### config.mk
export PLATFORM = sky130hd
export DESIGN_NAME = tick_task_scheduler_top
export DESIGN_NICKNAME = d
export VERILOG_FILES = /design/src/tts_pkg.sv /design/src/tts_ram.sv /design/src/tick_task_scheduler_top.sv
export VERILOG_INCLUDE_DIRS = /design/src /design/src/src
export SDC_FILE = /design/constraint.sdc
export NUM_CORES = 2
export LEC_CHECK = 0
export BUFFER_PORTS_ARGS = -buffer_cell sky130_fd_sc_hd__buf_4
export CORE_MARGIN = 5
export CORE_UTILIZATION = 33
export CTS_BUF_LIST = sky130_fd_sc_hd__clkbuf_8
export DETAILED_ROUTE_END_ITERATION = 10
export PLACE_DENSITY_LB_ADDON = 0.12
export SYNTH_ARGS = -nofsm -noshare
export SYNTH_HDL_FRONTEND = slang
export SYNTH_SLANG_ARGS = --single-unit
### constraint.sdc
create_clock -name clk -period 15.1 [get_ports clk]
set_input_delay 3.02 -clock clk [delete_from_list [all_inputs] [get_ports clk]]
set_output_delay 3.02 -clock clk [all_outputs]
set_load 0.01 [all_outputs]
### src/tick_task_scheduler_top_defines.svh
// Assertion helpers shared by the scheduler RTL.
`ifndef TICK_TASK_SCHEDULER_TOP_DEFINES_SVH
`define TICK_TASK_SCHEDULER_TOP_DEFINES_SVH

// Property that must hold at every clock edge outside reset.
`define TTS_ASSERT(lbl, prop, msg) \
  lbl: assert property (@(posedge clk) disable iff (!rst_n) (prop)) else $error(msg);

// Implication checked at the same clock edge.
`define TTS_ASSERT_IMP(lbl, ante, cons, msg) \
  lbl: assert property (@(posedge clk) disable iff (!rst_n) (ante) |-> (cons)) else $error(msg);

`endif

### src/tts_pkg.sv
package tts_pkg;

  localparam int TASK_SLOTS_DEF = 16;
  localparam int HIGH_DEPTH_DEF = 8;
  localparam int NORM_DEPTH_DEF = 8;
  localparam int LOW_DEPTH_DEF  = 8;

  localparam int ID_W    = 8;
  localparam int DLY_W   = 16;
  localparam int PRIO_W  = 2;
  localparam int REQ_W   = 3;
  localparam int UPT_W   = 64;
  localparam int STAT_W  = 2;
  localparam int IN_DATA_W = 32;

  localparam logic [REQ_W-1:0] REQ_TICK     = 3'd0;
  localparam logic [REQ_W-1:0] REQ_ADD_TASK = 3'd1;
  localparam logic [REQ_W-1:0] REQ_ADD_CALL = 3'd2;
  localparam logic [REQ_W-1:0] REQ_REMOVE   = 3'd3;
  localparam logic [REQ_W-1:0] REQ_SET_STATE = 3'd4;
  localparam logic [REQ_W-1:0] REQ_DISPATCH = 3'd5;

  localparam logic [STAT_W-1:0] ST_OK        = 2'd0;
  localparam logic [STAT_W-1:0] ST_OVERFLOW  = 2'd1;
  localparam logic [STAT_W-1:0] ST_NOT_FOUND = 2'd2;

  localparam logic [PRIO_W-1:0] PRIO_HIGH = 2'd0;
  localparam logic [PRIO_W-1:0] PRIO_NORM = 2'd1;
  localparam logic [PRIO_W-1:0] PRIO_LOW  = 2'd2;

endpackage

### src/tts_ram.sv
module tts_ram #(
  parameter int WIDTH = 8,
  parameter int DEPTH = 8
) (
  input  logic                                  clk,
  input  logic                                  we,
  input  logic [(DEPTH > 1 ? $clog2(DEPTH) : 1)-1:0] waddr,
  input  logic [WIDTH-1:0]                      wdata,
  input  logic                                  re,
  input  logic [(DEPTH > 1 ? $clog2(DEPTH) : 1)-1:0] raddr,
  output logic [WIDTH-1:0]                      rdata
);

  logic [WIDTH-1:0] mem [DEPTH];

  always_ff @(posedge clk) begin
    if (we) begin
      mem[waddr] <= wdata;
    end
    if (re) begin
      rdata <= mem[raddr];
    end
  end

endmodule

### src/tick_task_scheduler_top.sv
// Tick-driven priority task scheduler. One request is taken at a time and
// gives one result. Tick, add task, remove task and set state walk the task
// table one slot per cycle through a single compare/update unit between the
// start and response states; a tick with the timer off and an add task with
// id zero skip the walk, and an overflow during a tick ends the walk at the
// overflowing slot. Add call, dispatch, skipped walks and undefined requests
// go from the start state straight to the response state. The table is
// rotated through slot 0 during the walk, so it keeps its order. Ready ids
// sit in three RAM-based FIFOs with a registered read.
// A new request is accepted as soon as the previous result is in the output
// register, even if it has not been taken yet.
`include "tick_task_scheduler_top_defines.svh"

module tick_task_scheduler_top #(
  parameter int TASK_SLOTS = tts_pkg::TASK_SLOTS_DEF,
  parameter int HIGH_DEPTH = tts_pkg::HIGH_DEPTH_DEF,
  parameter int NORM_DEPTH = tts_pkg::NORM_DEPTH_DEF,
  parameter int LOW_DEPTH  = tts_pkg::LOW_DEPTH_DEF,
  localparam int CW = $clog2(TASK_SLOTS + 1),
  localparam int OW = tts_pkg::STAT_W + tts_pkg::ID_W + 1 + CW + tts_pkg::UPT_W,
  localparam int OB = ((OW + 7) / 8) * 8
) (
  input  logic                           clk,
  input  logic                           rst_n,
  input  logic                           cfg_wr_en,
  input  logic                           cfg_wr_data,   // timer_enable
  input  logic                           in_tvalid,
  output logic                           in_tready,
  // req_type[2:0], task_id[10:3], delay_ticks[26:11], prio[28:27],
  // repeating[29], active[30]
  input  logic [tts_pkg::IN_DATA_W-1:0]  in_tdata,
  output logic                           out_tvalid,
  input  logic                           out_tready,
  // status, dispatched_id, dispatch_valid, task_count, uptime
  output logic [OB-1:0]                  out_tdata
);

  localparam int MAXD = (HIGH_DEPTH > NORM_DEPTH) ?
                        ((HIGH_DEPTH > LOW_DEPTH) ? HIGH_DEPTH : LOW_DEPTH) :
                        ((NORM_DEPTH > LOW_DEPTH) ? NORM_DEPTH : LOW_DEPTH);
  localparam int PW = (MAXD > 1) ? $clog2(MAXD) : 1;
  localparam int FW = $clog2(MAXD + 1);

  localparam logic [1:0] S_IDLE  = 2'd0;
  localparam logic [1:0] S_START = 2'd1;
  localparam logic [1:0] S_WALK  = 2'd2;
  localparam logic [1:0] S_RESP  = 2'd3;

  logic [1:0] state_r, state_nxt;

  logic [tts_pkg::REQ_W-1:0]  rq_type_r, rq_type_nxt;
  logic [tts_pkg::ID_W-1:0]   rq_id_r, rq_id_nxt;
  logic [tts_pkg::DLY_W-1:0]  rq_dly_r, rq_dly_nxt;
  logic [tts_pkg::PRIO_W-1:0] rq_prio_r, rq_prio_nxt;
  logic                       rq_rep_r, rq_rep_nxt;
  logic                       rq_act_r, rq_act_nxt;

  logic [tts_pkg::ID_W-1:0]   sid_r [TASK_SLOTS];
  logic [tts_pkg::ID_W-1:0]   sid_nxt [TASK_SLOTS];
  logic [tts_pkg::DLY_W-1:0]  scd_r [TASK_SLOTS];
  logic [tts_pkg::DLY_W-1:0]  scd_nxt [TASK_SLOTS];
  logic [tts_pkg::DLY_W-1:0]  sper_r [TASK_SLOTS];
  logic [tts_pkg::DLY_W-1:0]  sper_nxt [TASK_SLOTS];
  logic [tts_pkg::PRIO_W-1:0] spri_r [TASK_SLOTS];
  logic [tts_pkg::PRIO_W-1:0] spri_nxt [TASK_SLOTS];
  logic                       sact_r [TASK_SLOTS];
  logic                       sact_nxt [TASK_SLOTS];

  logic [CW-1:0] cnt_r, cnt_nxt;
  logic [CW-1:0] n_r, n_nxt;
  logic          found_r, found_nxt;
  logic [tts_pkg::STAT_W-1:0] status_r, status_nxt;
  logic [1:0]    dsel_r, dsel_nxt;
  logic          dvalid_r, dvalid_nxt;

  logic [FW-1:0] fill_r [3];
  logic [FW-1:0] fill_nxt [3];
  logic [PW-1:0] wptr_r [3];
  logic [PW-1:0] wptr_nxt [3];
  logic [PW-1:0] rptr_r [3];
  logic [PW-1:0] rptr_nxt [3];
  logic [FW-1:0] fdepth [3];
  logic          ram_we [3];
  logic          ram_re [3];
  logic [tts_pkg::ID_W-1:0] ram_rdata [3];

  logic [tts_pkg::UPT_W-1:0] uptime_r, uptime_nxt;
  logic ten_r;
  logic out_valid_r, out_valid_nxt;
  logic [OB-1:0] out_data_r, out_data_nxt;

  // shared push unit
  logic push_en;
  logic [tts_pkg::ID_W-1:0] push_id;
  logic [tts_pkg::PRIO_W-1:0] push_prio;
  logic push_full;

  // head-of-table update
  logic [tts_pkg::ID_W-1:0]   h_id;
  logic [tts_pkg::DLY_W-1:0]  h_cd, h_per;
  logic [tts_pkg::PRIO_W-1:0] h_pri;
  logic                       h_act;
  logic                       h_rm;

  assign fdepth[0] = FW'(HIGH_DEPTH);
  assign fdepth[1] = FW'(NORM_DEPTH);
  assign fdepth[2] = FW'(LOW_DEPTH);

  assign in_tready  = (state_r == S_IDLE);
  assign out_tvalid = out_valid_r;
  assign out_tdata  = out_data_r;

  always_comb begin
    push_full = 1'b0;
    for (int p = 0; p < 3; p++) begin
      ram_we[p] = 1'b0;
      if (push_en && push_prio == 2'(p)) begin
        if (fill_r[p] >= fdepth[p]) begin
          push_full = 1'b1;
        end else begin
          ram_we[p] = 1'b1;
        end
      end
    end
  end

  always_comb begin
    logic any_rm;
    logic do_clear;
    logic do_append;
    logic do_shift;
    any_rm    = 1'b0;
    do_clear  = 1'b0;
    do_append = 1'b0;
    do_shift  = 1'b0;

    state_nxt   = state_r;
    rq_type_nxt = rq_type_r;
    rq_id_nxt   = rq_id_r;
    rq_dly_nxt  = rq_dly_r;
    rq_prio_nxt = rq_prio_r;
    rq_rep_nxt  = rq_rep_r;
    rq_act_nxt  = rq_act_r;
    cnt_nxt     = cnt_r;
    n_nxt       = n_r;
    found_nxt   = found_r;
    status_nxt  = status_r;
    dsel_nxt    = dsel_r;
    dvalid_nxt  = dvalid_r;
    uptime_nxt  = uptime_r;
    out_valid_nxt = out_valid_r;
    out_data_nxt  = out_data_r;
    push_en   = 1'b0;
    push_id   = rq_id_r;
    push_prio = rq_prio_r;
    for (int p = 0; p < 3; p++) begin
      fill_nxt[p] = fill_r[p];
      wptr_nxt[p] = wptr_r[p];
      rptr_nxt[p] = rptr_r[p];
      ram_re[p]   = 1'b0;
    end
    for (int j = 0; j < TASK_SLOTS; j++) begin
      sid_nxt[j]  = sid_r[j];
      scd_nxt[j]  = scd_r[j];
      sper_nxt[j] = sper_r[j];
      spri_nxt[j] = spri_r[j];
      sact_nxt[j] = sact_r[j];
    end

    h_id  = sid_r[0];
    h_cd  = scd_r[0];
    h_per = sper_r[0];
    h_pri = spri_r[0];
    h_act = sact_r[0];
    h_rm  = 1'b0;

    if (out_valid_r && out_tready) begin
      out_valid_nxt = 1'b0;
    end

    case (state_r)
      S_IDLE: begin
        if (in_tvalid) begin
          rq_type_nxt = in_tdata[2:0];
          rq_id_nxt   = in_tdata[10:3];
          rq_dly_nxt  = in_tdata[26:11];
          rq_prio_nxt = in_tdata[28:27];
          rq_rep_nxt  = in_tdata[29];
          rq_act_nxt  = in_tdata[30];
          state_nxt   = S_START;
        end
      end

      S_START: begin
        status_nxt = tts_pkg::ST_OK;
        dvalid_nxt = 1'b0;
        found_nxt  = 1'b0;
        n_nxt      = cnt_r;
        state_nxt  = S_RESP;
        case (rq_type_r)
          tts_pkg::REQ_TICK: begin
            if (ten_r) begin
              state_nxt = S_WALK;
            end
          end
          tts_pkg::REQ_ADD_TASK: begin
            if (rq_id_r != '0) begin
              state_nxt = S_WALK;
            end
          end
          tts_pkg::REQ_ADD_CALL: begin
            if (rq_id_r != '0 && rq_prio_r != 2'd3) begin
              push_en = 1'b1;
              if (push_full) begin
                do_clear   = 1'b1;
                status_nxt = tts_pkg::ST_OVERFLOW;
              end
            end
          end
          tts_pkg::REQ_REMOVE, tts_pkg::REQ_SET_STATE: begin
            state_nxt = S_WALK;
          end
          tts_pkg::REQ_DISPATCH: begin
            if (fill_r[0] != '0) begin
              dsel_nxt = 2'd0;
              dvalid_nxt = 1'b1;
            end else if (fill_r[1] != '0) begin
              dsel_nxt = 2'd1;
              dvalid_nxt = 1'b1;
            end else if (fill_r[2] != '0) begin
              dsel_nxt = 2'd2;
              dvalid_nxt = 1'b1;
            end
          end
          default: begin
          end
        endcase
        // pop the selected FIFO
        for (int p = 0; p < 3; p++) begin
          if (rq_type_r == tts_pkg::REQ_DISPATCH && dvalid_nxt && dsel_nxt == 2'(p)) begin
            ram_re[p]   = 1'b1;
            fill_nxt[p] = fill_r[p] - FW'(1);
            rptr_nxt[p] = (rptr_r[p] == PW'(fdepth[p] - FW'(1))) ? '0 : rptr_r[p] + PW'(1);
          end
        end
      end

      S_WALK: begin
        if (n_r == '0) begin
          state_nxt = S_RESP;
          case (rq_type_r)
            tts_pkg::REQ_TICK: begin
              uptime_nxt = uptime_r + 64'd1;
            end
            tts_pkg::REQ_ADD_TASK: begin
              if (!found_r) begin
                if (cnt_r < CW'(TASK_SLOTS)) begin
                  do_append = 1'b1;
                  cnt_nxt   = cnt_r + CW'(1);
                end else begin
                  do_clear   = 1'b1;
                  status_nxt = tts_pkg::ST_OVERFLOW;
                end
              end
            end
            default: begin
              if (!found_r) begin
                status_nxt = tts_pkg::ST_NOT_FOUND;
              end
            end
          endcase
        end else begin
          do_shift = 1'b1;
          n_nxt    = n_r - CW'(1);
          case (rq_type_r)
            tts_pkg::REQ_TICK: begin
              if (sact_r[0]) begin
                if (scd_r[0] != '0) begin
                  h_cd = scd_r[0] - 16'd1;
                end else begin
                  push_en   = (spri_r[0] != 2'd3);
                  push_id   = sid_r[0];
                  push_prio = spri_r[0];
                  if (push_full) begin
                    // overflow stops the walk; the tick still counts
                    do_shift   = 1'b0;
                    do_clear   = 1'b1;
                    status_nxt = tts_pkg::ST_OVERFLOW;
                    uptime_nxt = uptime_r + 64'd1;
                    state_nxt  = S_RESP;
                  end else if (sper_r[0] == '0) begin
                    h_rm = 1'b1;
                  end else begin
                    h_cd = sper_r[0];
                  end
                end
              end
            end
            default: begin
              if (sid_r[0] == rq_id_r) begin
                found_nxt = 1'b1;
                case (rq_type_r)
                  tts_pkg::REQ_ADD_TASK: begin
                    h_per = rq_rep_r ? rq_dly_r : '0;
                    h_pri = rq_prio_r;
                    h_act = rq_act_r;
                  end
                  tts_pkg::REQ_REMOVE: begin
                    h_rm = 1'b1;
                  end
                  default: begin
                    h_act = rq_act_r;
                  end
                endcase
              end
            end
          endcase
          any_rm = do_shift && h_rm;
          if (any_rm) begin
            cnt_nxt = cnt_r - CW'(1);
          end
        end
      end

      S_RESP: begin
        if (!out_valid_r || out_tready) begin
          out_valid_nxt = 1'b1;
          out_data_nxt  = '0;
          out_data_nxt[OW-1:0] = {uptime_r, cnt_r, dvalid_r,
                                  dvalid_r ? ram_rdata[dsel_r] : 8'd0, status_r};
          state_nxt = S_IDLE;
        end
      end

      default: begin
        state_nxt = S_IDLE;
      end
    endcase

    // table lanes: rotate through slot 0, processed head goes to the back
    if (do_shift) begin
      for (int j = 0; j < TASK_SLOTS; j++) begin
        if (CW'(j + 1) == cnt_r && !h_rm) begin
          sid_nxt[j]  = h_id;
          scd_nxt[j]  = h_cd;
          sper_nxt[j] = h_per;
          spri_nxt[j] = h_pri;
          sact_nxt[j] = h_act;
        end else if (j < TASK_SLOTS - 1) begin
          sid_nxt[j]  = sid_r[(j + 1) % TASK_SLOTS];
          scd_nxt[j]  = scd_r[(j + 1) % TASK_SLOTS];
          sper_nxt[j] = sper_r[(j + 1) % TASK_SLOTS];
          spri_nxt[j] = spri_r[(j + 1) % TASK_SLOTS];
          sact_nxt[j] = sact_r[(j + 1) % TASK_SLOTS];
        end
      end
    end

    if (do_append) begin
      for (int j = 0; j < TASK_SLOTS; j++) begin
        if (CW'(j) == cnt_r) begin
          sid_nxt[j]  = rq_id_r;
          scd_nxt[j]  = rq_dly_r;
          sper_nxt[j] = rq_rep_r ? rq_dly_r : '0;
          spri_nxt[j] = rq_prio_r;
          sact_nxt[j] = rq_act_r;
        end
      end
    end

    for (int p = 0; p < 3; p++) begin
      if (ram_we[p]) begin
        fill_nxt[p] = fill_r[p] + FW'(1);
        wptr_nxt[p] = (wptr_r[p] == PW'(fdepth[p] - FW'(1))) ? '0 : wptr_r[p] + PW'(1);
      end
    end

    if (do_clear) begin
      cnt_nxt = '0;
      for (int p = 0; p < 3; p++) begin
        fill_nxt[p] = '0;
        wptr_nxt[p] = '0;
        rptr_nxt[p] = '0;
      end
    end
  end

  always_ff @(posedge clk) begin
    if (!rst_n) begin
      state_r     <= S_IDLE;
      cnt_r       <= '0;
      n_r         <= '0;
      found_r     <= 1'b0;
      status_r    <= tts_pkg::ST_OK;
      dsel_r      <= 2'd0;
      dvalid_r    <= 1'b0;
      uptime_r    <= '0;
      ten_r       <= 1'b1;
      out_valid_r <= 1'b0;
      for (int p = 0; p < 3; p++) begin
        fill_r[p] <= '0;
        wptr_r[p] <= '0;
        rptr_r[p] <= '0;
      end
    end else begin
      state_r     <= state_nxt;
      cnt_r       <= cnt_nxt;
      n_r         <= n_nxt;
      found_r     <= found_nxt;
      status_r    <= status_nxt;
      dsel_r      <= dsel_nxt;
      dvalid_r    <= dvalid_nxt;
      uptime_r    <= uptime_nxt;
      out_valid_r <= out_valid_nxt;
      if (cfg_wr_en) begin
        ten_r <= cfg_wr_data;
      end
      for (int p = 0; p < 3; p++) begin
        fill_r[p] <= fill_nxt[p];
        wptr_r[p] <= wptr_nxt[p];
        rptr_r[p] <= rptr_nxt[p];
      end
    end
  end

  always_ff @(posedge clk) begin
    rq_type_r  <= rq_type_nxt;
    rq_id_r    <= rq_id_nxt;
    rq_dly_r   <= rq_dly_nxt;
    rq_prio_r  <= rq_prio_nxt;
    rq_rep_r   <= rq_rep_nxt;
    rq_act_r   <= rq_act_nxt;
    out_data_r <= out_data_nxt;
    for (int j = 0; j < TASK_SLOTS; j++) begin
      sid_r[j]  <= sid_nxt[j];
      scd_r[j]  <= scd_nxt[j];
      sper_r[j] <= sper_nxt[j];
      spri_r[j] <= spri_nxt[j];
      sact_r[j] <= sact_nxt[j];
    end
  end

  tts_ram #(.WIDTH(tts_pkg::ID_W), .DEPTH(HIGH_DEPTH)) u_high_fifo (
    .clk   (clk),
    .we    (ram_we[0]),
    .waddr (wptr_r[0][(HIGH_DEPTH > 1 ? $clog2(HIGH_DEPTH) : 1)-1:0]),
    .wdata (push_id),
    .re    (ram_re[0]),
    .raddr (rptr_r[0][(HIGH_DEPTH > 1 ? $clog2(HIGH_DEPTH) : 1)-1:0]),
    .rdata (ram_rdata[0])
  );

  tts_ram #(.WIDTH(tts_pkg::ID_W), .DEPTH(NORM_DEPTH)) u_norm_fifo (
    .clk   (clk),
    .we    (ram_we[1]),
    .waddr (wptr_r[1][(NORM_DEPTH > 1 ? $clog2(NORM_DEPTH) : 1)-1:0]),
    .wdata (push_id),
    .re    (ram_re[1]),
    .raddr (rptr_r[1][(NORM_DEPTH > 1 ? $clog2(NORM_DEPTH) : 1)-1:0]),
    .rdata (ram_rdata[1])
  );

  tts_ram #(.WIDTH(tts_pkg::ID_W), .DEPTH(LOW_DEPTH)) u_low_fifo (
    .clk   (clk),
    .we    (ram_we[2]),
    .waddr (wptr_r[2][(LOW_DEPTH > 1 ? $clog2(LOW_DEPTH) : 1)-1:0]),
    .wdata (push_id),
    .re    (ram_re[2]),
    .raddr (rptr_r[2][(LOW_DEPTH > 1 ? $clog2(LOW_DEPTH) : 1)-1:0]),
    .rdata (ram_rdata[2])
  );

  `TTS_ASSERT(a_cnt_max, cnt_r <= CW'(TASK_SLOTS), "task table count above capacity")
  `TTS_ASSERT_IMP(a_walk_left, state_r == S_WALK, n_r <= cnt_r, "walk longer than table")
  `TTS_ASSERT(a_high_fill, fill_r[0] <= fdepth[0], "high FIFO fill above depth")
  `TTS_ASSERT(a_norm_fill, fill_r[1] <= fdepth[1], "normal FIFO fill above depth")
  `TTS_ASSERT(a_low_fill, fill_r[2] <= fdepth[2], "low FIFO fill above depth")

endmodule
==> reports/qor.csv <==
stage,metric,value,unit
synth,post-synthesis net count,5095,
setup_path,required time worst endpoint,15920,ps
synth,Post-Syn Area per Cell,10.2,um^2
timing,fin worst setup slack,9800,ps
drt,drt pass-1 iters,6,
setup_path,CP Class,reg2reg,
timing,Final Hold Violating Endpoints,0,
cts,post-CTS setup buffer count,0,
setup_path,Crit path top cell by count,buf_4,
cts,post-cts sizing count,0,
worst_hold_path,HP Class,reg2reg,
synth,main flop type after synthesis,dfxtp_1,
place,PortBufs,118,
timing,Tmin final,5300,ps
synth,Yosys reg bits,1129,
final_layout,Final nets,5053,
synth,warnings from Yosys,0,
final_layout,most frequent cells in the layout,"dfxtp_1, mux2i_1, nand2_1",
timing,RSZ-0062 raised after global routing,no,
drt,met3 WL,8.51,mm
outcome,status,"finished, final reports clean",
floorplanning,die area,162000,um^2
setup_path,Crit Path Max Fanout,34,
power,Leak,19.7,nW
place,dpl cell area,53700,um^2
final_layout,"most common cell after layout, fill and taps aside",dfxtp_1,
setup_path,"Data arrival, critical path",6120,ps
timing,FMAX,0.189,GHz
global_route,global-route wire length before repair,257,mm
cts,TritonCTS clock tree,yes,
timing,setup tns final,0,ps
global_route,largest net degree at the start of global routing,170,
setup_path,Critical Path Source,rq_id_r[5],
floorplanning,Initial Util,33.1,%
timing,Max-slew headroom,13.9,%
cts,total CTS buffers,200,
floorplanning,Die Y,403,um
synth,Mapped Cells,5022,
drt,Top Metal Used,met4,
cts,clock slew at reported path FFs,60,ps
setup_path,crit-path cells,or4_4 -> o211ai_1 -> o31ai_2 -> a211oi_4 -> buf_4 -> a211oi_1 -> nand4_1 -> buf_4 -> buf_4 -> mux2_2 -> o21ai_0,
drt,routed vias/inst,5.53,
floorplanning,CORE AREA,154000,um^2
cts,worst skew pair latency,930,ps
place,dpl ws,9850,ps
floorplanning,Site Rows,144,
final_layout,final instance area,57700,um^2
drt,metal1 wirelength,81.0,mm
global_route,initial antenna violation count,4,
drt,routed length on met2,77.3,mm
setup_path,largest stage delay on the critical path,760,ps
timing,Clock Skew,61.9,ps
drt,# DRC,0,
synth,number of enable flip-flop cells after synthesis,327,
timing,Final period util,35.1,%
timing,Setup-failing EPs final,0,
timing,pins over their slew limit,0,
cts,H-tree levels,4,
global_route,GRT Total Usage,20.3,%
setup_path,crit path launch type,flip-flop,
floorplanning,Die X-Extent,403,um
drt,Final Routed Wirelength,171,mm
final_layout,Layout area overhead,13.3,%
global_route,vias in the first global route,38800,
global_route,remaining global-route overflow,0,
setup_path,WP buf/inv,3,
final_layout,layout cell share with drive strength beyond 1,13.7,%
setup_path,Crit. End Element,flip-flop,
job,Max Cap Viol,0,
drt,initial DRC count,3188,
final_layout,register area,25900,um^2
drt,wire per inst,23.7,um
power,pwr/cell area,161,nW/um^2
place,RePlAce Congestion,0.854,
setup_path,Crit path max-delay family,buffers and inverters,
synth,"Seq/Total Area, Yosys",50.8,%
setup_path,Crit-path slowest cell,edfxtp_1,
setup_path,reg2reg start,rq_id_r[5],
drt,detailed-route via count,39800,
floorplanning,I/O pin cnt,120,
synth,Mapped Area,51000,um^2
cts,CTS max path bufs,3,
place,DP HPWL,101,mm
cts,clk root buf,clkbuf_8,
timing,Worst-Margin Slew,1280,ps
final_layout,fill cell count,15500,
cts,"Hold-fix buffers, CTS",0,
synth,"Distinct cells, synth",82,
final_layout,multi-input logic area,23100,um^2
worst_hold_path,hold path start,status_r[1],
power,VDD IR max,0.0000921,V
cts,clock sink total,1129,
synth,Async SR Flop Fraction,0,%
drt,Final ANT Viol Nets,0,
## where the power goes
| group | leakage [nW] | internal [mW] | switching (mW) |
|---|---|---|---|
| Combinational | 7.74 | 0.794 | 1.46 |
| Sequential | 9.55 | 3.71 | 0.419 |
| Clock | 2.41 | 1.52 | 1.38 |
| Total | 19.7 | 6.02 | 3.25 |
## cells in the mapped netlist, types with 26 or more instances
master	n	share of area, %
and2_1	33	0.40
clkbuf_1	354	2.6
a22oi_1	107	1.6
nand2_1	480	3.5
nand3_1	114	1.1
o21ai_0	330	3.2
buf_4	41	0.60
xor2_1	40	0.69
nor3_1	129	1.3
dfxtp_1	802	31
nor2_1	208	1.5
a211oi_1	76	1.1
mux2i_1	540	11
a21oi_1	288	2.8
edfxtp_1	327	19
o221ai_1	209	3.6
buf_2	85	0.83
nand2b_1	26	0.32
a21o_1	93	1.4
a31oi_1	32	0.39
o21ai_1	51	0.50
xnor2_1	34	0.58
mux2_2	36	0.80
o22ai_1	182	2.2
o211ai_1	39	0.57
mux4_2	48	2.1
nand4_1	29	0.36
inv_1	35	0.26
ha_1	32	0.79
## state kept, by name, summed over array words and instances, names as in the netlist, 9 cells and up
signal           count
rptr_r               9
u_norm_fifo.mem     64
scd_r              256
uptime_r            64
u_high_fifo.mem     64
sper_r             256
sid_r              128
wptr_r               9
u_low_fifo.mem      64
fill_r              12
spri_r              32
out_tdata           80
sact_r              16
rq_dly_r            16
## cells by family (layout without fill, tap and decap cells)
logic type	after synthesis	after routing	synth area share [%]
XOR/XNOR	74	74	1.27
multiplexers	624	624	13.5
buffers and inverters	540	667	4.55
AND/OR/NAND/NOR	1156	1156	10.5
flip-flops	1129	1129	50.8
AO/OA/AOI/OAI	1464	1464	18.5
other	0	2	0
adder cells (fa/ha/maj)	35	35	0.903
## per-layer routing
layer,vias up,track usage [%]
met5,-,0
met4,0,5.58
met3,249,3.29
met2,1032,32.3
met1,19800,28.7
li1,18700,-
## layout make-up
cell class / instances / area share [%]
Sequential cell: 1129 / 44.8
Multi-Input combinational cell: 3353 / 40.0
Clock buffer: 241 / 5.74
Tap cell: 2044 / 4.43
Timing Repair Buffer: 259 / 3.39
Clock inverter: 130 / 1.33
Inverter: 37 / 0.241
Antenna cell: 2 / 0.00867
## worst paths after layout
check,to,slack (ps),cells past startpoint
setup / recovery,scd_r[1][120],9800,11
hold / removal,out_tdata[1],430,0
setup reg to reg,scd_r[1][120],9800,11
hold reg to reg,out_tdata[1],430,0
## through the flow
| step | utilization [%] | hold WS, ps | power (mW) | instances |
|---|---|---|---|---|
| after floorplan | - | 400 | 5.64 | 5022 |
| after global placement | 34.9 | 418 | 6.37 | 6822 |
| after detailed placement | 34.9 | 430 | 6.41 | 6822 |
| after CTS | 37.5 | 436 | 9.35 | 7193 |
| after global routing | 37.5 | 446 | 9.80 | 7194 |
| final | 37.5 | 427 | 9.27 | 7195 |
Power figures use the tool's default switching activity.
